## src/rtl/core/b64se_pkg.sv

```systemverilog
// ----------------------------------------------------------------------------
// b64se_pkg
// shared types, constants and the alphabet lookup of the base64 encoder
// ----------------------------------------------------------------------------
`default_nettype none

package b64se_pkg;

  localparam logic [7:0] CHAR_PAD     = 8'd61;
  localparam logic [7:0] CHAR_NEWLINE = 8'd10;
  localparam logic [7:0] CHAR_PLUS    = 8'd43;
  localparam logic [7:0] CHAR_SLASH   = 8'd47;
  localparam logic [7:0] CHAR_UPPER_A = 8'd65;
  localparam logic [7:0] OFS_LOWER    = 8'd71;
  localparam logic [7:0] OFS_DIGIT    = 8'd4;
  localparam logic [5:0] SEXT_LOWER   = 6'd26;
  localparam logic [5:0] SEXT_DIGIT   = 6'd52;
  localparam logic [5:0] SEXT_PLUS    = 6'd62;

  localparam logic [3:0] LINE_GROUP_LAST = 4'd15;

  typedef enum logic [1:0] {
    GRP_FULL,
    GRP_ONE,
    GRP_TWO
  } grp_kind_e;

  typedef struct packed {
    logic [23:0] bits;
    grp_kind_e   kind;
    logic        newline;
    logic        last;
  } grp_cmd_t;

  function automatic logic [7:0] b64_char(input logic [5:0] s);
    logic [7:0] c;
    if (s < SEXT_LOWER) begin
      c = CHAR_UPPER_A + {2'b00, s};
    end else if (s < SEXT_DIGIT) begin
      c = OFS_LOWER + {2'b00, s};
    end else if (s < SEXT_PLUS) begin
      c = {2'b00, s} - OFS_DIGIT;
    end else if (s == SEXT_PLUS) begin
      c = CHAR_PLUS;
    end else begin
      c = CHAR_SLASH;
    end
    return c;
  endfunction

endpackage

`default_nettype wire

```

## src/rtl/core/b64se_if.sv

```systemverilog
// ----------------------------------------------------------------------------
// b64se interfaces
// valid/ready channels for bytes, characters and the configuration write
// ----------------------------------------------------------------------------
`default_nettype none

interface b64se_byte_if;
  logic       valid;
  logic       ready;
  logic [7:0] data_byte;
  logic       final_byte;
  modport source (output valid, output data_byte, output final_byte, input ready);
  modport sink   (input valid, input data_byte, input final_byte, output ready);
endinterface

interface b64se_char_if;
  logic       valid;
  logic       ready;
  logic [7:0] out_char;
  logic       out_last;
  modport source (output valid, output out_char, output out_last, input ready);
  modport sink   (input valid, input out_char, input out_last, output ready);
endinterface

interface b64se_cfg_if;
  logic valid;
  logic ready;
  logic line_breaks_on;
  modport source (output valid, output line_breaks_on, input ready);
  modport sink   (input valid, input line_breaks_on, output ready);
endinterface

`default_nettype wire

```

## src/rtl/core/b64se_front.sv

```systemverilog
// ----------------------------------------------------------------------------
// b64se_front
// accepts bytes, gathers groups and issues group commands to the queue
// ----------------------------------------------------------------------------
`default_nettype none

module b64se_front
  import b64se_pkg::*;
(
  input  wire logic     clk_i,
  input  wire logic     rst_ni,
  b64se_cfg_if.sink     cfg,
  b64se_byte_if.sink    in,
  input  wire logic     q_full_i,
  output grp_cmd_t      cmd_o,
  output logic          push_o
);

  logic [15:0] pending_q, pending_d;
  logic [1:0]  phase_q, phase_d;
  logic [3:0]  groups_q, groups_d;
  logic        lbo_q;
  logic        accept;

  assign cfg.ready = 1'b1;
  assign in.ready  = !q_full_i;
  assign accept    = in.valid && in.ready;

  always_comb begin
    pending_d     = pending_q;
    phase_d       = phase_q;
    groups_d      = groups_q;
    push_o        = 1'b0;
    cmd_o.bits    = {pending_q, in.data_byte};
    cmd_o.kind    = GRP_FULL;
    cmd_o.newline = 1'b0;
    cmd_o.last    = in.final_byte;
    if (accept) begin
      if (phase_q == 2'd2) begin
        push_o        = 1'b1;
        cmd_o.newline = lbo_q && (groups_q == LINE_GROUP_LAST);
        groups_d      = groups_q + 4'd1;
        pending_d     = '0;
        phase_d       = 2'd0;
      end else if (!in.final_byte) begin
        pending_d = {pending_q[7:0], in.data_byte};
        phase_d   = (phase_q == 2'd1) ? 2'd2 : 2'd1;
      end else if (phase_q == 2'd1) begin
        push_o     = 1'b1;
        cmd_o.bits = {pending_q[7:0], in.data_byte, 8'd0};
        cmd_o.kind = GRP_TWO;
      end else begin
        push_o     = 1'b1;
        cmd_o.bits = {in.data_byte, 16'd0};
        cmd_o.kind = GRP_ONE;
      end
      if (in.final_byte) begin
        pending_d = '0;
        phase_d   = 2'd0;
        groups_d  = '0;
      end
    end
  end

  always_ff @(posedge clk_i or negedge rst_ni) begin
    if (!rst_ni) begin
      pending_q <= '0;
      phase_q   <= '0;
      groups_q  <= '0;
      lbo_q     <= 1'b0;
    end else begin
      pending_q <= pending_d;
      phase_q   <= phase_d;
      groups_q  <= groups_d;
      if (cfg.valid) begin
        lbo_q <= cfg.line_breaks_on;
      end
    end
  end

endmodule

`default_nettype wire

```

## src/rtl/core/b64se_queue.sv

```systemverilog
// ----------------------------------------------------------------------------
// b64se_queue
// short fifo of group commands between front and back
// ----------------------------------------------------------------------------
`default_nettype none

module b64se_queue
  import b64se_pkg::*;
#(
  parameter int unsigned Depth = 4
) (
  input  wire logic     clk_i,
  input  wire logic     rst_ni,
  input  wire logic     push_i,
  input  wire grp_cmd_t cmd_i,
  input  wire logic     pop_i,
  output grp_cmd_t      cmd_o,
  output logic          full_o,
  output logic          empty_o
);

  localparam int unsigned AW = (Depth > 1) ? $clog2(Depth) : 1;
  localparam int unsigned CW = $clog2(Depth + 1);
  localparam logic [AW-1:0] PtrLast = AW'(Depth - 1);
  localparam logic [CW-1:0] CntFull = CW'(Depth);

  grp_cmd_t        mem_q [Depth];
  logic [AW-1:0]   wr_q, rd_q;
  logic [CW-1:0]   cnt_q;

  assign full_o  = (cnt_q == CntFull);
  assign empty_o = (cnt_q == '0);
  assign cmd_o   = mem_q[rd_q];

  always_ff @(posedge clk_i) begin
    if (push_i) begin
      mem_q[wr_q] <= cmd_i;
    end
  end

  always_ff @(posedge clk_i or negedge rst_ni) begin
    if (!rst_ni) begin
      wr_q  <= '0;
      rd_q  <= '0;
      cnt_q <= '0;
    end else begin
      if (push_i) begin
        wr_q <= (wr_q == PtrLast) ? '0 : wr_q + AW'(1);
      end
      if (pop_i) begin
        rd_q <= (rd_q == PtrLast) ? '0 : rd_q + AW'(1);
      end
      if (push_i && !pop_i) begin
        cnt_q <= cnt_q + CW'(1);
      end else if (pop_i && !push_i) begin
        cnt_q <= cnt_q - CW'(1);
      end
    end
  end

  a_no_overflow: assert property (@(posedge clk_i) disable iff (!rst_ni)
    !(push_i && full_o))
    else $error("push into full queue");

  a_no_underflow: assert property (@(posedge clk_i) disable iff (!rst_ni)
    !(pop_i && empty_o))
    else $error("pop from empty queue");

  a_count_range: assert property (@(posedge clk_i) disable iff (!rst_ni)
    cnt_q <= CntFull)
    else $error("queue count out of range");

  a_count_step: assert property (@(posedge clk_i) disable iff (!rst_ni)
    (push_i && !pop_i) |=> (cnt_q == $past(cnt_q) + CW'(1)))
    else $error("queue count missed a push");

endmodule

`default_nettype wire

```

## src/rtl/core/b64se_back.sv

```systemverilog
// ----------------------------------------------------------------------------
// b64se_back
// turns group commands into characters, one per cycle unless stalled, into the output register
// ----------------------------------------------------------------------------
`default_nettype none

module b64se_back
  import b64se_pkg::*;
(
  input  wire logic     clk_i,
  input  wire logic     rst_ni,
  input  wire grp_cmd_t cmd_i,
  input  wire logic     empty_i,
  output logic          pop_o,
  b64se_char_if.source  out
);

  grp_cmd_t   cmd_q;
  logic       busy_q, busy_d;
  logic [2:0] idx_q, idx_d;
  logic       out_valid_q;
  logic [7:0] out_char_q;
  logic       out_last_q;
  logic [2:0] idx_end;
  logic       at_end, adv, emit, load;
  logic [7:0] ch;

  assign idx_end = cmd_q.newline ? 3'd4 : 3'd3;
  assign at_end  = (idx_q == idx_end);
  assign adv     = !out_valid_q || out.ready;
  assign emit    = busy_q && adv;
  assign load    = (!busy_q || (emit && at_end)) && !empty_i;
  assign pop_o   = load;

  always_comb begin
    busy_d = busy_q;
    idx_d  = idx_q;
    if (load) begin
      busy_d = 1'b1;
      idx_d  = '0;
    end else if (emit) begin
      busy_d = !at_end;
      idx_d  = idx_q + 3'd1;
    end
  end

  always_comb begin
    case (idx_q)
      3'd0: ch = b64_char(cmd_q.bits[23:18]);
      3'd1: ch = b64_char(cmd_q.bits[17:12]);
      3'd2: ch = (cmd_q.kind == GRP_ONE) ? CHAR_PAD : b64_char(cmd_q.bits[11:6]);
      3'd3: ch = (cmd_q.kind == GRP_FULL) ? b64_char(cmd_q.bits[5:0]) : CHAR_PAD;
      default: ch = CHAR_NEWLINE;
    endcase
  end

  always_ff @(posedge clk_i) begin
    if (load) begin
      cmd_q <= cmd_i;
    end
    if (emit) begin
      out_char_q <= ch;
      out_last_q <= cmd_q.last && at_end;
    end
  end

  always_ff @(posedge clk_i or negedge rst_ni) begin
    if (!rst_ni) begin
      busy_q      <= 1'b0;
      idx_q       <= '0;
      out_valid_q <= 1'b0;
    end else begin
      busy_q <= busy_d;
      idx_q  <= idx_d;
      if (emit) begin
        out_valid_q <= 1'b1;
      end else if (out.ready) begin
        out_valid_q <= 1'b0;
      end
    end
  end

  assign out.valid    = out_valid_q;
  assign out.out_char = out_char_q;
  assign out.out_last = out_last_q;

  a_idx_bound: assert property (@(posedge clk_i) disable iff (!rst_ni)
    busy_q |-> (idx_q <= idx_end))
    else $error("character index past group end");

  a_load_idle: assert property (@(posedge clk_i) disable iff (!rst_ni)
    load |-> (!busy_q || at_end))
    else $error("new group loaded over an unfinished one");

  a_emit_valid: assert property (@(posedge clk_i) disable iff (!rst_ni)
    emit |=> out_valid_q)
    else $error("emitted character not presented");

endmodule

`default_nettype wire

```

## src/rtl/core/base64_stream_encoder_top.sv

```systemverilog
// ----------------------------------------------------------------------------
// base64_stream_encoder_top
// streaming base64 encoder, standard alphabet with '=' padding
// ----------------------------------------------------------------------------
// usage:
//   in_i  : one message byte per transaction, final_byte set on the last byte
//   out_o : one character per transaction, out_last set on the final character
//   cfg_i : writes line_breaks_on; write only while the encoder is idle
// every third byte yields four characters, plus a newline after each 16th full
// group when line breaks are on; a final partial group yields four characters
// ending in "=" or "==".
// the first character of a completed group passes through the queue, the command
// register and the output register. throughput: one character per cycle while
// out_o is ready and groups are queued, set by the single output register.
// the group queue holds QueueDepth commands, so bytes keep being accepted
// while the receiver stalls until the queue fills; then in_i.ready drops.
// reset clears the held bytes, group count, queue and line_breaks_on.
// ----------------------------------------------------------------------------
`default_nettype none

module base64_stream_encoder_top
  import b64se_pkg::*;
#(
  parameter int unsigned QueueDepth = 4
) (
  input  wire logic     clk_i,
  input  wire logic     rst_ni,
  b64se_cfg_if.sink     cfg_i,
  b64se_byte_if.sink    in_i,
  b64se_char_if.source  out_o
);

  grp_cmd_t push_cmd, head_cmd;
  logic     push, pop, q_full, q_empty;

  b64se_front u_front (
    .clk_i    (clk_i),
    .rst_ni   (rst_ni),
    .cfg      (cfg_i),
    .in       (in_i),
    .q_full_i (q_full),
    .cmd_o    (push_cmd),
    .push_o   (push)
  );

  b64se_queue #(
    .Depth (QueueDepth)
  ) u_queue (
    .clk_i   (clk_i),
    .rst_ni  (rst_ni),
    .push_i  (push),
    .cmd_i   (push_cmd),
    .pop_i   (pop),
    .cmd_o   (head_cmd),
    .full_o  (q_full),
    .empty_o (q_empty)
  );

  b64se_back u_back (
    .clk_i   (clk_i),
    .rst_ni  (rst_ni),
    .cmd_i   (head_cmd),
    .empty_i (q_empty),
    .pop_o   (pop),
    .out     (out_o)
  );

endmodule

`default_nettype wire

```

## src/flat_wrapper.sv

```systemverilog
// flat-port wrapper written by rule: the top's interface ports become plain ports
module base64_stream_encoder_top_flat import b64se_pkg::*;
#(
  parameter int unsigned QueueDepth = 4
)
  (clk_i, rst_ni, cfg_i_valid, cfg_i_line_breaks_on, cfg_i_ready, in_i_valid, in_i_data_byte, in_i_final_byte, in_i_ready, out_o_valid, out_o_out_char, out_o_out_last, out_o_ready);
  b64se_cfg_if cfg_i_i ();
  b64se_byte_if in_i_i ();
  b64se_char_if out_o_i ();
  input  wire logic clk_i;
  input  wire logic rst_ni;
  input wire logic [$bits(cfg_i_i.valid)-1:0] cfg_i_valid;
  input wire logic [$bits(cfg_i_i.line_breaks_on)-1:0] cfg_i_line_breaks_on;
  output wire logic [$bits(cfg_i_i.ready)-1:0] cfg_i_ready;
  input wire logic [$bits(in_i_i.valid)-1:0] in_i_valid;
  input wire logic [$bits(in_i_i.data_byte)-1:0] in_i_data_byte;
  input wire logic [$bits(in_i_i.final_byte)-1:0] in_i_final_byte;
  output wire logic [$bits(in_i_i.ready)-1:0] in_i_ready;
  output wire logic [$bits(out_o_i.valid)-1:0] out_o_valid;
  output wire logic [$bits(out_o_i.out_char)-1:0] out_o_out_char;
  output wire logic [$bits(out_o_i.out_last)-1:0] out_o_out_last;
  input wire logic [$bits(out_o_i.ready)-1:0] out_o_ready;
  assign cfg_i_i.valid = cfg_i_valid;
  assign cfg_i_i.line_breaks_on = cfg_i_line_breaks_on;
  assign cfg_i_ready = cfg_i_i.ready;
  assign in_i_i.valid = in_i_valid;
  assign in_i_i.data_byte = in_i_data_byte;
  assign in_i_i.final_byte = in_i_final_byte;
  assign in_i_ready = in_i_i.ready;
  assign out_o_valid = out_o_i.valid;
  assign out_o_out_char = out_o_i.out_char;
  assign out_o_out_last = out_o_i.out_last;
  assign out_o_i.ready = out_o_ready;
  base64_stream_encoder_top #(.QueueDepth(QueueDepth)) u_core (.clk_i(clk_i), .rst_ni(rst_ni), .cfg_i(cfg_i_i), .in_i(in_i_i), .out_o(out_o_i));
endmodule
```

## config.mk

```make
export PLATFORM = sky130hd
export DESIGN_NAME = base64_stream_encoder_top_flat
export DESIGN_NICKNAME = d
export VERILOG_FILES = /design/src/rtl/core/b64se_pkg.sv /design/src/rtl/core/b64se_if.sv /design/src/rtl/core/b64se_front.sv /design/src/rtl/core/b64se_queue.sv /design/src/rtl/core/b64se_back.sv /design/src/rtl/core/base64_stream_encoder_top.sv /design/src/flat_wrapper.sv
export SDC_FILE = /design/constraint.sdc
export NUM_CORES = 1
export LEC_CHECK = 0
export ABC_AREA = 0
export BUFFER_PORTS_ARGS = -buffer_cell sky130_fd_sc_hd__clkbuf_2
export CAP_MARGIN = 25
export CELL_PAD_IN_SITES_DETAIL_PLACEMENT = 1
export CELL_PAD_IN_SITES_GLOBAL_PLACEMENT = 1
export CORE_MARGIN = 8
export CORE_UTILIZATION = 38
export CTS_CLUSTER_DIAMETER = 30
export DETAILED_ROUTE_END_ITERATION = 10
export GPL_TIMING_DRIVEN = 1
export HOLD_SLACK_MARGIN = 0.15
export PLACE_DENSITY = 0.66
export SLEW_MARGIN = 20
export SYNTH_ARGS = -nofsm -noshare
export SYNTH_HDL_FRONTEND = slang
export SYNTH_SLANG_ARGS = --single-unit
export TNS_END_PERCENT = 100
```

## constraint.sdc

```tcl
create_clock -name clk_i -period 3.27 [get_ports clk_i]
set_input_delay 0.4905 -clock clk_i [delete_from_list [all_inputs] [get_ports clk_i]]
set_output_delay 0.4905 -clock clk_i [all_outputs]
set_load 0.01 [all_outputs]
```

==> flow_summary.yaml <==
drt:
  drc_errors: 0
  wire_per_inst_um: 20.4
  routed_wl_um: 19900
  via_per_inst: 5.48
  first_pass_iters: 4
  vias: 5345
  drt-initial-drc-count: 261
  route.antenna.remaining_nets: 0
sta:
  rsz0062_at_grt: "no"
  setup_ws_ps: 619
  hold_violations: 0
  tightest_slew_ps: 910
  slew_headroom_pct: 39.3
  finalSetupTns_ps: 0
  setup_viol: 0
  period_minus_slack_ps: 2650
  maxSlewViolCount: 0
  fmax_mhz: 377
  fin_skew_ps: 11.1
  fin_crit_sh_pct: 81.1
layout:
  fin_nets: 728
  area_delta_synth_final_pct: 11.3
  diodes: 0
  finalNonFillerCells: 975
  drive_above_1_share_pct: 16.2
  nFillCells: 2350
critical_path:
  cp_data_arrival_time_ps: 2810
  r2r_end: "u_core.u_back.out.out_char[2]$_DFFE_PP_"
  startpoint: "u_core.u_back.cmd_q[18]$_DFFE_PP_"
  start_kind: "flop"
  r2r_cells: 8
  worstSetupEndpointType: "flop"
  crit_fanout: 8
  critical_path_class: "flop to flop"
  path_buf_inv: 1
  cpPeakStageDelay_ps: 530
  r2r_start: "u_core.u_back.cmd_q[18]$_DFFE_PP_"
  r2r_slack_ps: 620
  critical_path_required_ps: 3430
  cp_cell_sequence: "inv_1 -> ha_1 -> nand3b_1 -> nor2_1 -> nor4_2 -> a311oi_2 -> a21oi_1 -> or4_1"
  cpLargestDelayFamily: "simple AND/OR/NAND/NOR gates"
  critPathSlowestCell: "edfxtp_1"
worst_hold_path:
  holdPathEnd: "u_core.u_front.lbo_q$_DFFE_PN0P_"
  whs_path_depth: 2
  hp-class: "primary input to flop"
  hp-start: "cfg_i_line_breaks_on"
synth:
  yosysSeqAreaShare_pct: 60.8
  synth.avg_cell_area_sq_um: 13.5
  synthTopCellsByArea: "edfxtp_1, dfrtp_1, mux4_2, ha_1, nand2_1"
  synth_xor_area_share_pct: 1.49
  synth-compound-area-share_pct: 11.2
  syn_nets: 703
  synth-simple-area-share_pct: 9.23
  yosysTopAreaCell: "edfxtp_1"
  synth.distinct_cells: 66
  synthTopCellsByCount: "edfxtp_1, nand2_1, o21ai_0"
  synth_edf_count: 149
  ys_warn_count: 0
  synth_top_family_by_area: "compound AO/OA/AOI/OAI gates"
  ys.flop_type: "edfxtp_1"
  synthAdderAreaFrac_pct: 5.20
  ys_async_sr_fraction_pct: 19.0
  synth_top_area_share_pct: 50.8
  ys_ff_latch: 184
  synth.cell_area_sq_um: 8800
  synth_cells: 652
  synth.most_common_cell: "edfxtp_1"
  synthMuxAreaShare_pct: 8.81
global_route:
  grt-ovfl-total: 0
  grt_antenna_before_repair: 0
  gr-usage-all-layers_pct: 14.6
  grt_max_degree: 43
  grt_pass1_wl_um: 32300
  grt_pass1_vias: 5765
place:
  port_buffers: 25
  placed_cells: 941
  hpwl_um: 14100
  pre_cts_slack_ps: 658
  place_congestion: 0.810
floorplan:
  die_area_sq_um: 28300
  design.portCount: 27
  die_w_um: 168
  coreArea_sq_um: 22700
  rows: 55
  fp.dieH_um: 168
  start_util_pct: 38.8
clock_tree:
  clockBufferDepth: 2
  ctsResizeCount: 0
  post_cts_buffers: 0
  numCtsBuffers: 17
  cts-root-buf: "clkbuf_16"
  ctsHtreeMaxLevel: 4
  cts_tree: "yes"
  clk_latency_ps: 430
  cts_sinks: 184
  clk_pin_slew_ps: 70
power_and_ir_drop:
  total_power_uw: 7830
  power.density_nw_per_um2: 799
  leakage_uw: 0.00358
  ir_drop_uv: 452
flow_run:
  cap_violations: 0
status:
  status: "completed"
-- cell usage in the layout, fill, tap and decap left out, types with 6 or more instances in the layout --
cell and instances:
a21o_1 6, nor3_1 11, mux2i_1 10, clkbuf_2 25, nand3_1 9, a211oi_1 7, clkbuf_16 17, a21oi_1 26
inv_1 30, nand3b_1 6, buf_4 14, a31oi_1 7, mux4_2 28, nor2_1 28, and2_1 13, a22o_1 17
xnor2_1 10, edfxtp_1 149, nand2_1 62, nand2b_1 9, ha_1 35, dfrtp_1 34, o21ai_0 38
-- kinds of logic after synthesis --
| family | after synthesis |
|---|---|
| adder cells (fa/ha/maj) | 36 |
| AND/OR/NAND/NOR | 165 |
| flip-flops | 184 |
| multiplexers | 42 |
| other | 1 |
| AO/OA/AOI/OAI | 144 |
| buffers and inverters | 65 |
| XOR/XNOR | 15 |
-- repair_timing --
item | CTS | global route
setup endpoints to repair | 0 | 0
hold buffers | 0 | 1
endpoints found under the hold margin | 0 | 9
-- layout make-up --
cell class | count | area [sq um] | share of cell area [%]
Sequential cell | 184 | 5350 | 54.6
Multi-Input combinational cell | 403 | 3170 | 32.3
Clock buffer | 18 | 429 | 4.38
Tap cell | 285 | 357 | 3.64
Timing Repair Buffer | 41 | 260 | 2.66
Clock inverter | 14 | 115 | 1.18
Inverter | 30 | 113 | 1.15
-- sequential cells by signal (all words and copies together), names as in the netlist --
signal                      flops
u_core.u_back.cmd_q            28
u_core.u_queue.mem_q          112
u_core.u_queue.rd_q             2
u_core.u_back.idx_q             3
u_core.u_back.out.out_last      1
u_core.u_queue.cnt_q            3
u_core.u_back.busy_q            1
u_core.u_front.phase_q          2
u_core.u_front.pending_q       16
u_core.u_queue.wr_q             2
u_core.u_back.out.valid         1
u_core.u_back.out.out_char      8
u_core.u_front.lbo_q            1
u_core.u_front.groups_q         4
-- per-stage QoR --
stage	util, %	hold WS [ps]	instance area [sq um]
6_report	43.1	299	9790
5_1_grt	43.1	294	9790
4_1_cts	43.0	226	9760
3_5_place_dp	40.6	491	9220
2_1_floorplan	-	195	8800
3_3_place_gp	40.6	484	9220
-- layer usage --
| layer | track usage [%] | vias to the layer above | wire length (um) |
|---|---|---|---|
| met3 | 2.90 | 18 | 622 |
| met2 | 25.2 | 86 | 10000 |
| met4 | 4.77 | 0 | 325 |
| met1 | 18.0 | 2715 | 8880 |
| li1 | - | 2526 | - |
| met5 | 0 | - | 0 |
-- power by group --
| part | switching, uW | total, uW | internal, uW |
|---|---|---|---|
| registers | 435 | 3620 | 3180 |
| clock network | 908 | 1900 | 996 |
| logic | 1290 | 2300 | 1020 |
-- worst max-delay path by stage --
stage | end | slack [ps] | cells after the start
5_1_grt | u_core.u_back.out.out_char[2]$_DFFE_PP_ | 430 | 8
2_1_floorplan | u_core.u_queue.cnt_q[1]$_DFFE_PN0P_ | 620 | 11
6_report | u_core.u_back.out.out_char[2]$_DFFE_PP_ | 620 | 8
4_1_cts | u_core.u_back.out.out_char[2]$_DFFE_PP_ | 640 | 8
3_3_place_gp | u_core.u_back.out.out_char[2]$_DFFE_PP_ | 710 | 8
3_5_place_dp | u_core.u_back.out.out_char[2]$_DFFE_PP_ | 660 | 8
No activity file was read; power rests on OpenSTA's default activity.
